File: config.mk
export PLATFORM = sky130hd
export DESIGN_NAME = linear_interp_resampler
export DESIGN_NICKNAME = d
export VERILOG_FILES = /design/src/sv/lir_pkg.sv /design/src/sv/lir_lane.sv /design/src/sv/lir_merge.sv /design/src/sv/linear_interp_resampler.sv
export SDC_FILE = /design/constraint.sdc
export NUM_CORES = 2
export LEC_CHECK = 0
export BUFFER_PORTS_ARGS = -buffer_cell sky130_fd_sc_hd__buf_2
export CORE_ASPECT_RATIO = 0.7
export CORE_MARGIN = 3
export CORE_UTILIZATION = 30
export CTS_BUF_LIST = sky130_fd_sc_hd__clkbuf_4
export CTS_CLUSTER_SIZE = 8
export DETAILED_ROUTE_END_ITERATION = 10
export PLACE_DENSITY = 0.5
export SLEW_MARGIN = 20
export SYNTH_ARGS = -nofsm -noshare
export SYNTH_HDL_FRONTEND = slang
export SYNTH_HIERARCHICAL = 1
export SYNTH_SLANG_ARGS = --single-unit
File: constraint.sdc
create_clock -name aclk -period 15 [get_ports aclk]
set_clock_uncertainty 0.05 [all_clocks]
set_input_delay 1.5 -clock aclk [delete_from_list [all_inputs] [get_ports aclk]]
set_output_delay 1.5 -clock aclk [all_outputs]
set_load 0.03 [all_outputs]
File: src/sv/lir_pkg.sv
// Shared types and constants for the linear interpolation resampler.
// Used by lir_lane, lir_merge and linear_interp_resampler; depends on nothing.
`default_nettype none
package lir_pkg;

    localparam int SAMPLE_W   = 16;
    localparam int FRAC_BITS  = 16;
    localparam int PHASE_W    = 19;
    localparam int CHAN_W     = 2;
    localparam int MAX_RUN    = 7;
    localparam int RUN_CNT_W  = 3;
    localparam int FIFO_DEPTH = 4;
    localparam int FIFO_PTR_W = 2;
    localparam int FIFO_CNT_W = 3;

    localparam logic [PHASE_W-1:0] STEP_RESET = 19'd65536;
    localparam logic [CHAN_W-1:0]  CHAN_RESET = 2'd2;
    localparam logic [CHAN_W-1:0]  CHAN_STEREO = 2'd2;

    // register index, taken from paddr[2]
    localparam logic REG_PHASE_STEP    = 1'b0;
    localparam logic REG_CHANNEL_COUNT = 1'b1;

    typedef logic signed [SAMPLE_W-1:0] sample_t;

    typedef struct packed {
        logic valid;
        logic last;
    } push_ctl_t;

    typedef struct packed {
        logic    last;
        sample_t right;
        sample_t left;
    } out_word_t;

endpackage
`default_nettype wire

File: src/sv/lir_lane.sv
// One channel of the interpolator: prev + floor((cur - prev) * frac / 2^FRAC_BITS).
// Two register stages (product, sum); uses lir_pkg for the sample type.
`default_nettype none
module lir_lane #(
    parameter int FRAC_BITS = 16
) (
    input  wire logic                   aclk,
    input  wire lir_pkg::sample_t       a_in,
    input  wire lir_pkg::sample_t       b_in,
    input  wire logic [FRAC_BITS-1:0]   frac_in,
    output lir_pkg::sample_t            y_out
);
    localparam int DIFF_W = lir_pkg::SAMPLE_W + 1;
    localparam int PROD_W = DIFF_W + FRAC_BITS + 1;
    localparam int SUM_W  = lir_pkg::SAMPLE_W + 2;

    logic signed [DIFF_W-1:0] diff;
    logic signed [PROD_W-1:0] prod_next;
    logic signed [PROD_W-1:0] prod_reg;
    lir_pkg::sample_t         a_reg;
    logic signed [SUM_W-1:0]  shifted;
    logic signed [SUM_W-1:0]  sum;
    lir_pkg::sample_t         y_reg;

    assign diff      = DIFF_W'(b_in) - DIFF_W'(a_in);
    assign prod_next = PROD_W'(diff) * PROD_W'($signed({1'b0, frac_in}));

    // signed shift floors toward minus infinity
    assign shifted = $signed(prod_reg[PROD_W-1:FRAC_BITS]);
    assign sum     = SUM_W'(a_reg) + shifted;

    always_ff @(posedge aclk) begin
        prod_reg <= prod_next;
        a_reg    <= a_in;
        y_reg    <= sum[lir_pkg::SAMPLE_W-1:0];
    end

    assign y_out = y_reg;

endmodule
`default_nettype wire

File: src/sv/lir_merge.sv
// Merge stage: joins the two lane results into one output word and queues it.
// Small register FIFO in front of the master channel; uses lir_pkg.
`default_nettype none
module lir_merge (
    input  wire logic                                aclk,
    input  wire logic                                aresetn,
    input  wire lir_pkg::push_ctl_t                  push_in,
    input  wire lir_pkg::sample_t                    left_in,
    input  wire lir_pkg::sample_t                    right_in,
    input  wire logic                                stereo_in,
    output logic [lir_pkg::FIFO_CNT_W-1:0]           count_out,
    output logic                                     m_tvalid,
    input  wire logic                                m_tready,
    output logic [31:0]                              m_tdata,   // left_out, right_out
    output logic                                     m_tlast    // last_of_run
);
    lir_pkg::out_word_t                     mem_reg [lir_pkg::FIFO_DEPTH];
    lir_pkg::out_word_t                     word_in;
    lir_pkg::out_word_t                     head;
    logic [lir_pkg::FIFO_PTR_W-1:0]         wr_ptr_reg, wr_ptr_next;
    logic [lir_pkg::FIFO_PTR_W-1:0]         rd_ptr_reg, rd_ptr_next;
    logic [lir_pkg::FIFO_CNT_W-1:0]         count_reg, count_next;
    logic                                   pop;

    always_comb begin
        word_in.left  = left_in;
        // mono forces the right channel to zero
        word_in.right = stereo_in ? right_in : '0;
        word_in.last  = push_in.last;
    end

    assign head = mem_reg[rd_ptr_reg];
    assign pop  = m_tvalid && m_tready;

    always_comb begin
        wr_ptr_next = push_in.valid ? wr_ptr_reg + 1'b1 : wr_ptr_reg;
        rd_ptr_next = pop ? rd_ptr_reg + 1'b1 : rd_ptr_reg;
        count_next  = count_reg;
        if (push_in.valid && !pop) begin
            count_next = count_reg + 1'b1;
        end else if (!push_in.valid && pop) begin
            count_next = count_reg - 1'b1;
        end
    end

    always_ff @(posedge aclk) begin
        if (!aresetn) begin
            wr_ptr_reg <= '0;
            rd_ptr_reg <= '0;
            count_reg  <= '0;
        end else begin
            wr_ptr_reg <= wr_ptr_next;
            rd_ptr_reg <= rd_ptr_next;
            count_reg  <= count_next;
        end
    end

    always_ff @(posedge aclk) begin
        if (push_in.valid) begin
            mem_reg[wr_ptr_reg] <= word_in;
        end
    end

    assign count_out = count_reg;
    assign m_tvalid  = (count_reg != '0);
    assign m_tdata   = {head.right, head.left};
    assign m_tlast   = head.last;

endmodule
`default_nettype wire

File: src/sv/linear_interp_resampler.sv
// Linear interpolation sample rate converter.
// Input words on s_*: one mono or stereo frame (tdata) and a block-start flag (tuser).
// Output words on m_*: interpolated frames, tlast on the final one an input causes.
// An input is taken only while the sequencer is idle. A frame that produces
// results is accepted, then issued to the lanes one result per issue, each
// issue waiting for queue room; a frame that produces none never leaves idle.
// At most seven results per frame; the issue loop over output positions sets this.
// From accept, the first result passes the run state, the lane product register,
// the lane sum register and the output queue before it shows on m_tvalid.
// Two lanes (left, right) interpolate in parallel; a merge stage packs the result
// into a four-word queue. The sequencer issues only while the queue has room, so
// a stalled receiver just holds issue; nothing is dropped.
// Registers (APB): 0x0 phase_step (3.16 step, 65536 = bypass), 0x4 channel_count
// (2 stereo, otherwise mono). Write them only while idle.
// Reset (aresetn low, synchronous) empties the queue, clears the stored frame and
// phase, and restores phase_step = 65536, channel_count = 2.
`default_nettype none
module linear_interp_resampler (
    input  wire logic        aclk,
    input  wire logic        aresetn,
    input  wire logic        s_tvalid,
    output logic             s_tready,
    input  wire logic [31:0] s_tdata,   // left_sample, right_sample
    input  wire logic [0:0]  s_tuser,   // block_start
    output logic             m_tvalid,
    input  wire logic        m_tready,
    output logic [31:0]      m_tdata,   // left_out, right_out
    output logic             m_tlast,   // last_of_run
    input  wire logic        psel,
    input  wire logic        penable,
    input  wire logic        pwrite,
    input  wire logic [2:0]  paddr,
    input  wire logic [31:0] pwdata,
    output logic [31:0]      prdata,
    output logic             pready
);
    localparam int FRAC_BITS = lir_pkg::FRAC_BITS;
    localparam int PHASE_W = lir_pkg::PHASE_W;
    localparam int ACC_W   = ((FRAC_BITS + 1 > PHASE_W) ? FRAC_BITS + 1 : PHASE_W) + 1;
    localparam logic [ACC_W-1:0] ONE = {{(ACC_W-1){1'b0}}, 1'b1} << FRAC_BITS;

    typedef enum logic {ST_IDLE, ST_RUN} state_t;

    state_t                              state_reg;
    logic [PHASE_W-1:0]                  step_reg;
    logic [lir_pkg::CHAN_W-1:0]          chan_reg;
    lir_pkg::sample_t                    prev_left_reg, prev_right_reg;
    lir_pkg::sample_t                    cur_left_reg, cur_right_reg;
    logic                                have_prev_reg;
    logic [PHASE_W-1:0]                  phase_reg;
    logic [ACC_W-1:0]                    acc_reg;
    logic [lir_pkg::RUN_CNT_W-1:0]       run_cnt_reg;
    logic                                v1_reg, v2_reg, last1_reg, last2_reg;

    logic                                stereo;
    lir_pkg::sample_t                    in_left, in_right;
    logic                                in_start, s_accept, cfg_write, bypass;
    logic [ACC_W-1:0]                    phase_ext, step_ext, acc_sum;
    logic [ACC_W-1:0]                    acc_wrap, phase_wrap;
    logic [PHASE_W-1:0]                  next_phase;
    logic [lir_pkg::FIFO_CNT_W-1:0]      fifo_count, pending;
    logic                                credit_ok, issue, issue_last;
    lir_pkg::sample_t                    lane_left, lane_right;
    lir_pkg::push_ctl_t                  push_ctl;

    // ---------------- configuration port ----------------
    assign pready    = 1'b1;
    assign cfg_write = psel && penable && pwrite && pready;

    always_comb begin
        unique case (paddr[2])
            lir_pkg::REG_PHASE_STEP:    prdata = 32'(step_reg);
            lir_pkg::REG_CHANNEL_COUNT: prdata = 32'(chan_reg);
            default:                    prdata = '0;
        endcase
    end

    // ---------------- sequencer ----------------
    assign stereo   = (chan_reg == lir_pkg::CHAN_STEREO);
    assign in_left  = s_tdata[15:0];
    assign in_right = stereo ? s_tdata[31:16] : '0;
    assign in_start = s_tuser[0];
    assign s_tready = (state_reg == ST_IDLE);
    assign s_accept = s_tvalid && s_tready;

    assign phase_ext  = ACC_W'(phase_reg);
    assign step_ext   = ACC_W'(step_reg);
    assign bypass     = (step_ext == ONE);
    assign acc_sum    = acc_reg + step_ext;
    assign acc_wrap   = acc_sum - ONE;
    assign phase_wrap = phase_ext - ONE;
    assign next_phase = (acc_sum >= ONE) ? acc_wrap[PHASE_W-1:0] : '0;

    // queue entries plus words still in the lanes must leave room for one more
    assign pending    = fifo_count + lir_pkg::FIFO_CNT_W'(v1_reg)
                      + lir_pkg::FIFO_CNT_W'(v2_reg);
    assign credit_ok  = (pending < lir_pkg::FIFO_CNT_W'(lir_pkg::FIFO_DEPTH));
    assign issue      = (state_reg == ST_RUN) && credit_ok;
    assign issue_last = (acc_sum >= ONE)
                     || (run_cnt_reg == lir_pkg::RUN_CNT_W'(lir_pkg::MAX_RUN - 1));

    always_ff @(posedge aclk) begin
        if (!aresetn) begin
            state_reg      <= ST_IDLE;
            step_reg       <= lir_pkg::STEP_RESET;
            chan_reg       <= lir_pkg::CHAN_RESET;
            prev_left_reg  <= '0;
            prev_right_reg <= '0;
            have_prev_reg  <= 1'b0;
            phase_reg      <= '0;
            run_cnt_reg    <= '0;
            v1_reg         <= 1'b0;
            v2_reg         <= 1'b0;
        end else begin
            if (cfg_write) begin
                unique case (paddr[2])
                    lir_pkg::REG_PHASE_STEP:    step_reg <= pwdata[PHASE_W-1:0];
                    lir_pkg::REG_CHANNEL_COUNT: chan_reg <= pwdata[lir_pkg::CHAN_W-1:0];
                    default:                    step_reg <= step_reg;
                endcase
            end
            v1_reg <= issue;
            v2_reg <= v1_reg;
            unique case (state_reg)
                ST_IDLE: begin
                    if (s_accept) begin
                        priority if (bypass) begin
                            // interpolate cur against itself at zero phase
                            prev_left_reg  <= in_left;
                            prev_right_reg <= in_right;
                            have_prev_reg  <= 1'b1;
                            acc_reg        <= '0;
                            run_cnt_reg    <= '0;
                            state_reg      <= ST_RUN;
                        end else if (in_start || !have_prev_reg) begin
                            prev_left_reg  <= in_left;
                            prev_right_reg <= in_right;
                            have_prev_reg  <= 1'b1;
                            phase_reg      <= '0;
                        end else if (phase_ext >= ONE) begin
                            // no position in this interval: skip ahead
                            prev_left_reg  <= in_left;
                            prev_right_reg <= in_right;
                            phase_reg      <= phase_wrap[PHASE_W-1:0];
                        end else begin
                            acc_reg        <= phase_ext;
                            run_cnt_reg    <= '0;
                            state_reg      <= ST_RUN;
                        end
                    end
                end
                ST_RUN: begin
                    if (issue) begin
                        acc_reg     <= acc_sum;
                        run_cnt_reg <= run_cnt_reg + 1'b1;
                        if (issue_last) begin
                            phase_reg      <= next_phase;
                            prev_left_reg  <= cur_left_reg;
                            prev_right_reg <= cur_right_reg;
                            state_reg      <= ST_IDLE;
                        end
                    end
                end
                default: state_reg <= ST_IDLE;
            endcase
        end
    end

    always_ff @(posedge aclk) begin
        if (s_accept) begin
            cur_left_reg  <= in_left;
            cur_right_reg <= in_right;
        end
        last1_reg <= issue_last;
        last2_reg <= last1_reg;
    end

    // ---------------- lanes ----------------
    lir_lane #(.FRAC_BITS(FRAC_BITS)) u_lane_left (
        .aclk    (aclk),
        .a_in    (prev_left_reg),
        .b_in    (cur_left_reg),
        .frac_in (acc_reg[FRAC_BITS-1:0]),
        .y_out   (lane_left)
    );

    lir_lane #(.FRAC_BITS(FRAC_BITS)) u_lane_right (
        .aclk    (aclk),
        .a_in    (prev_right_reg),
        .b_in    (cur_right_reg),
        .frac_in (acc_reg[FRAC_BITS-1:0]),
        .y_out   (lane_right)
    );

    // ---------------- merge ----------------
    always_comb begin
        push_ctl.valid = v2_reg;
        push_ctl.last  = last2_reg;
    end

    lir_merge u_merge (
        .aclk      (aclk),
        .aresetn   (aresetn),
        .push_in   (push_ctl),
        .left_in   (lane_left),
        .right_in  (lane_right),
        .stereo_in (stereo),
        .count_out (fifo_count),
        .m_tvalid  (m_tvalid),
        .m_tready  (m_tready),
        .m_tdata   (m_tdata),
        .m_tlast   (m_tlast)
    );

    // ---------------- checks ----------------
    a_no_overfill: assert property (@(posedge aclk) disable iff (!aresetn)
        pending <= lir_pkg::FIFO_CNT_W'(lir_pkg::FIFO_DEPTH))
        else $error("output queue plus lanes exceed queue depth");

    a_last_ends_run: assert property (@(posedge aclk) disable iff (!aresetn)
        (issue && issue_last) |=> (state_reg == ST_IDLE))
        else $error("run did not end after its last word");

    a_run_bounded: assert property (@(posedge aclk) disable iff (!aresetn)
        issue |-> (run_cnt_reg < lir_pkg::RUN_CNT_W'(lir_pkg::MAX_RUN)))
        else $error("more than seven words issued for one frame");

    a_push_after_issue: assert property (@(posedge aclk) disable iff (!aresetn)
        issue |=> ##1 push_ctl.valid)
        else $error("issued word did not reach the merge stage");

endmodule
`default_nettype wire

==> summary.md <==
• **vias in the first global route** 27,937
• **Post-Syn Area per Cell** 9.86 µm²
• **filler cell count in the final layout** 13,165
• **top-level port count** 143
• **max frequency** 112 MHz
• **count of yosys warnings during synthesis** 6
• **Critical Path Start Type** flop
• **final max-slew violation count** 0
• **remaining routing DRC violations** 0
• **crit-path leading delay family** adder cells
• **Critical path buffers and inverters** 5
• **Worst R2R End** u_lane_left/prod_reg[31]
• **startpoint of the lowest-slack register-to-register path** cur_left_reg[0]
• **unrepaired setup endpoints after global routing** false
• **final RePlAce weighted congestion** 0.812
• **clock insertion delay at the later pin of the skew report** 0.89 ns
• **Vias/cell** 4.68
• **CTS Sinks** 370
• **Synth Area in Adders** 35.7%
• **first-pass GRT wire length** 164 mm
• **Synth area leaders** sky130_fd_sc_hd__fa_1 (27%), sky130_fd_sc_hd__edfxtp_1 (14%), sky130_fd_sc_hd__dfxtp_1 (9.7%), sky130_fd_sc_hd__ha_1 (8.5%), sky130_fd_sc_hd__inv_1 (7.2%)
• **fraction of the cycle the final worst path needs** 59.4%
• **most frequent cell on the critical path** sky130_fd_sc_hd__fa_1
• **flip-flop cell with the highest count after synthesis** sky130_fd_sc_hd__dfxtp_1
• **hold violation count in the final report** 0
• **run status** finished clean
• **slack of the worst reg-to-reg path** 6.08 ns
• **Die W** 434 µm
• **post-synthesis cell count** 3,896
• **class of the tightest hold or removal check** reg -> reg
• **dominant combinational cell family by area after synthesis** adder cells
• **number of cells upsized or downsized after cts** 0
• **fraction of registers with async set or reset after synthesis** 0%
• **Total Nets Final** 4,851
• **clock tree from TritonCTS** yes
• **first-pass detailed-route iteration total** 6
• **post-detailed-routing wire length** 103 mm
• **relative slew slack** 26.4%
• **cell with the largest stage delay on the worst path** sky130_fd_sc_hd__xor2_2
• **count of standard-cell rows** 109
• **max reg flops** 132
• **post-route cell area** 41,900 µm²
• **count of cell types in the netlist** 110
• **hold path cells** 0
• **Initial DRC Count** 1,471
• **quantity of hold-fixing buffers added after cts** 0
• **area enclosed by the die boundary** 132,000 µm²
• **synthesized-area fraction occupied by and/or/nand/nor cells** 15.4%
• **CP endpoint kind** flop
• **Period minus WS final** 8.92 ns
• **starting density of the core** 30.3%
• **clk root buf** sky130_fd_sc_hd__clkbuf_4
• **layout cell share with drive strength beyond 1** 11.4%
• **count of flip-flops with a built-in enable after synthesis** 184
• **share of Yosys cell area claimed by the top area cell type** 27.2%
• **slew of the pin with the lowest slew margin** 1.10 ns
• **global routing usage summed across all routing layers** 15.8%
• **Final setup violation count** 0
• **data required time at the worst endpoint** 15.68 ns
• **total number of vias** 26,842
• **#FFs+latches synth** 370
• **hold-critical path endpoint** last2_reg
• **clock slew at the register clock pins of the worst setup and hold paths** 0.09 ns
• **share of cell area taken by muxes after synthesis** 4.45%
• **count of antenna-violating nets left after detailed routing** 0
• **netlist area before placement** 38,400 µm²
• **critical path type** reg -> reg
• **Syn-to-layout area delta** 9.17%
• **number of buffers on the longest clock path** 3
• **highest fanout seen on the critical path** 16
• **core region area** 127,000 µm²
• **H-tree depth** 3
• **I/O Buffers** 113
• **post-synthesis share of cell area spent on xor and xnor gates** 3.26%
• **startpoint of the tightest hold check path** last1_reg
• **proportion of synthesized chip area in sequential cells** 24.1%
• **Final TNS setup** 0 ns
• **Register-to-Register Path Depth** 31
• **global route total overflow** 0
• **Synth Area in Compound Gates** 7.57%
• **setup fix buffers added after clock tree synthesis** 0
• **data arrival at the endpoint of the critical path** 9.60 ns
• **dominant cell type by area after synthesis** sky130_fd_sc_hd__fa_1
• **routed wirelength normalized by instance count** 18.0 µm
• **largest stage delay on the critical path** 0.79 ns
• **max cap viols** 0
• **placed cell area** 40,700 µm²
• **number of buffers added by the clock tree synthesis step** 86
• **DP Wirelength** 75.5 mm
• **initial antenna violation count** 8
• **largest net degree at the start of global routing** 74
• **overall die height** 305 µm
## worst register-to-register path: cells and delay by family, from the launching register on
family | cells | cell delay [ns]
buffers and inverters | 5 | 0.32
AOI/OAI and AO/OA | 12 | 2.82
adders and majority gates | 9 | 3.72
xor gates and xnor gates | 2 | 0.98
DFF | 1 | 0.35
and+or+nand+nor | 3 | 0.57
## synth_stat cells, types with 9 or more instances
cell,instances
sky130_fd_sc_hd__a21o_1,23
sky130_fd_sc_hd__nand3_1,60
sky130_fd_sc_hd__a22o_1,17
sky130_fd_sc_hd__o21ai_0,81
sky130_fd_sc_hd__a21oi_1,85
sky130_fd_sc_hd__a31oi_1,14
sky130_fd_sc_hd__edfxtp_1,184
sky130_fd_sc_hd__dfxtp_1,186
sky130_fd_sc_hd__and3_1,30
sky130_fd_sc_hd__xor2_1,26
sky130_fd_sc_hd__nor4_1,18
sky130_fd_sc_hd__o21a_1,16
sky130_fd_sc_hd__xnor2_1,107
sky130_fd_sc_hd__nor3_1,40
sky130_fd_sc_hd__a21boi_0,24
sky130_fd_sc_hd__nand4_1,18
sky130_fd_sc_hd__o31a_1,15
sky130_fd_sc_hd__buf_2,21
sky130_fd_sc_hd__fa_1,522
sky130_fd_sc_hd__or3_1,12
sky130_fd_sc_hd__a211oi_1,14
sky130_fd_sc_hd__mux2i_1,48
sky130_fd_sc_hd__nor3b_1,19
sky130_fd_sc_hd__mux4_2,30
sky130_fd_sc_hd__o21bai_1,12
sky130_fd_sc_hd__nor2_1,89
sky130_fd_sc_hd__or4_1,9
sky130_fd_sc_hd__and2_1,218
sky130_fd_sc_hd__nor4b_1,18
sky130_fd_sc_hd__nand2_1,468
sky130_fd_sc_hd__o31ai_1,23
sky130_fd_sc_hd__nand2b_1,45
sky130_fd_sc_hd__buf_4,18
sky130_fd_sc_hd__mux2_2,41
sky130_fd_sc_hd__inv_1,742
sky130_fd_sc_hd__ha_1,262
sky130_fd_sc_hd__clkbuf_1,119
sky130_fd_sc_hd__nor2b_1,80
## final cells by class
type	count	area, µm²	share of cell area [%]
Antenna cell	6	15.0	0.0358
Inverter	743	2790	6.65
Tap cell	1665	2080	4.97
Multi-Input combinational cell	2621	25600	61.1
Clock buffer	122	916	2.18
Clock inverter	39	279	0.665
Timing Repair Buffer	170	996	2.37
Sequential cell	370	9250	22.1
## how the worst max path moves through the flow
stage                     slack (ns)             from  depth (start not counted)                        to
after floorplan                 7.63  cur_left_reg[0]                         33  u_lane_left/prod_reg[30]
after global placement          6.15  cur_left_reg[0]                         31  u_lane_left/prod_reg[31]
after detailed placement        6.07  cur_left_reg[0]                         31  u_lane_left/prod_reg[31]
final                           6.08  cur_left_reg[0]                         31  u_lane_left/prod_reg[31]
after global routing            5.59  cur_left_reg[0]                         31  u_lane_left/prod_reg[31]
after CTS                       6.05  cur_left_reg[0]                         31  u_lane_left/prod_reg[31]
## logic make-up after synthesis
family | Yosys count
simple gates | 1155
other cells | 2
fa+ha+maj | 784
flops | 370
xor+xnor | 138
buf+inv | 917
mux | 123
compound gates | 407
## layer usage
layer	track usage [%]	share of wire, %	vias to the layer above
li1	-	-	12661
met1	24.1	51	13401
met2	23.3	42	668
met3	2.87	5.7	112
met4	3.19	1.7	0
met5	0	0	-
## per-stage QoR
stage,utilization (%),hold WS (ns),setup slack (ns),instances
5_1_grt,33.1,0.295,5.59,5733
3_3_place_gp,32.1,0.264,6.15,5569
2_1_floorplan,-,0.260,7.63,3908
4_1_cts,33.1,0.296,6.05,5730
6_report,33.1,0.287,6.08,5736
3_5_place_dp,32.1,0.263,6.07,5569
## cells in the final DEF (no fill, tap or decap), drive strengths merged, types with 45 or more instances in the layout
master	instances
a21oi	93
and2	220
buf	170
clkbuf	122
dfxtp	186
edfxtp	184
fa	522
ha	262
inv	745
mux2i	48
nand2	468
nand2b	45
nand3	61
nor2	91
nor2b	82
o21ai	89
xnor2	109
Power is not shown: default switching activity piles up to over one toggle a cycle in this logic, so the estimate is an artifact.
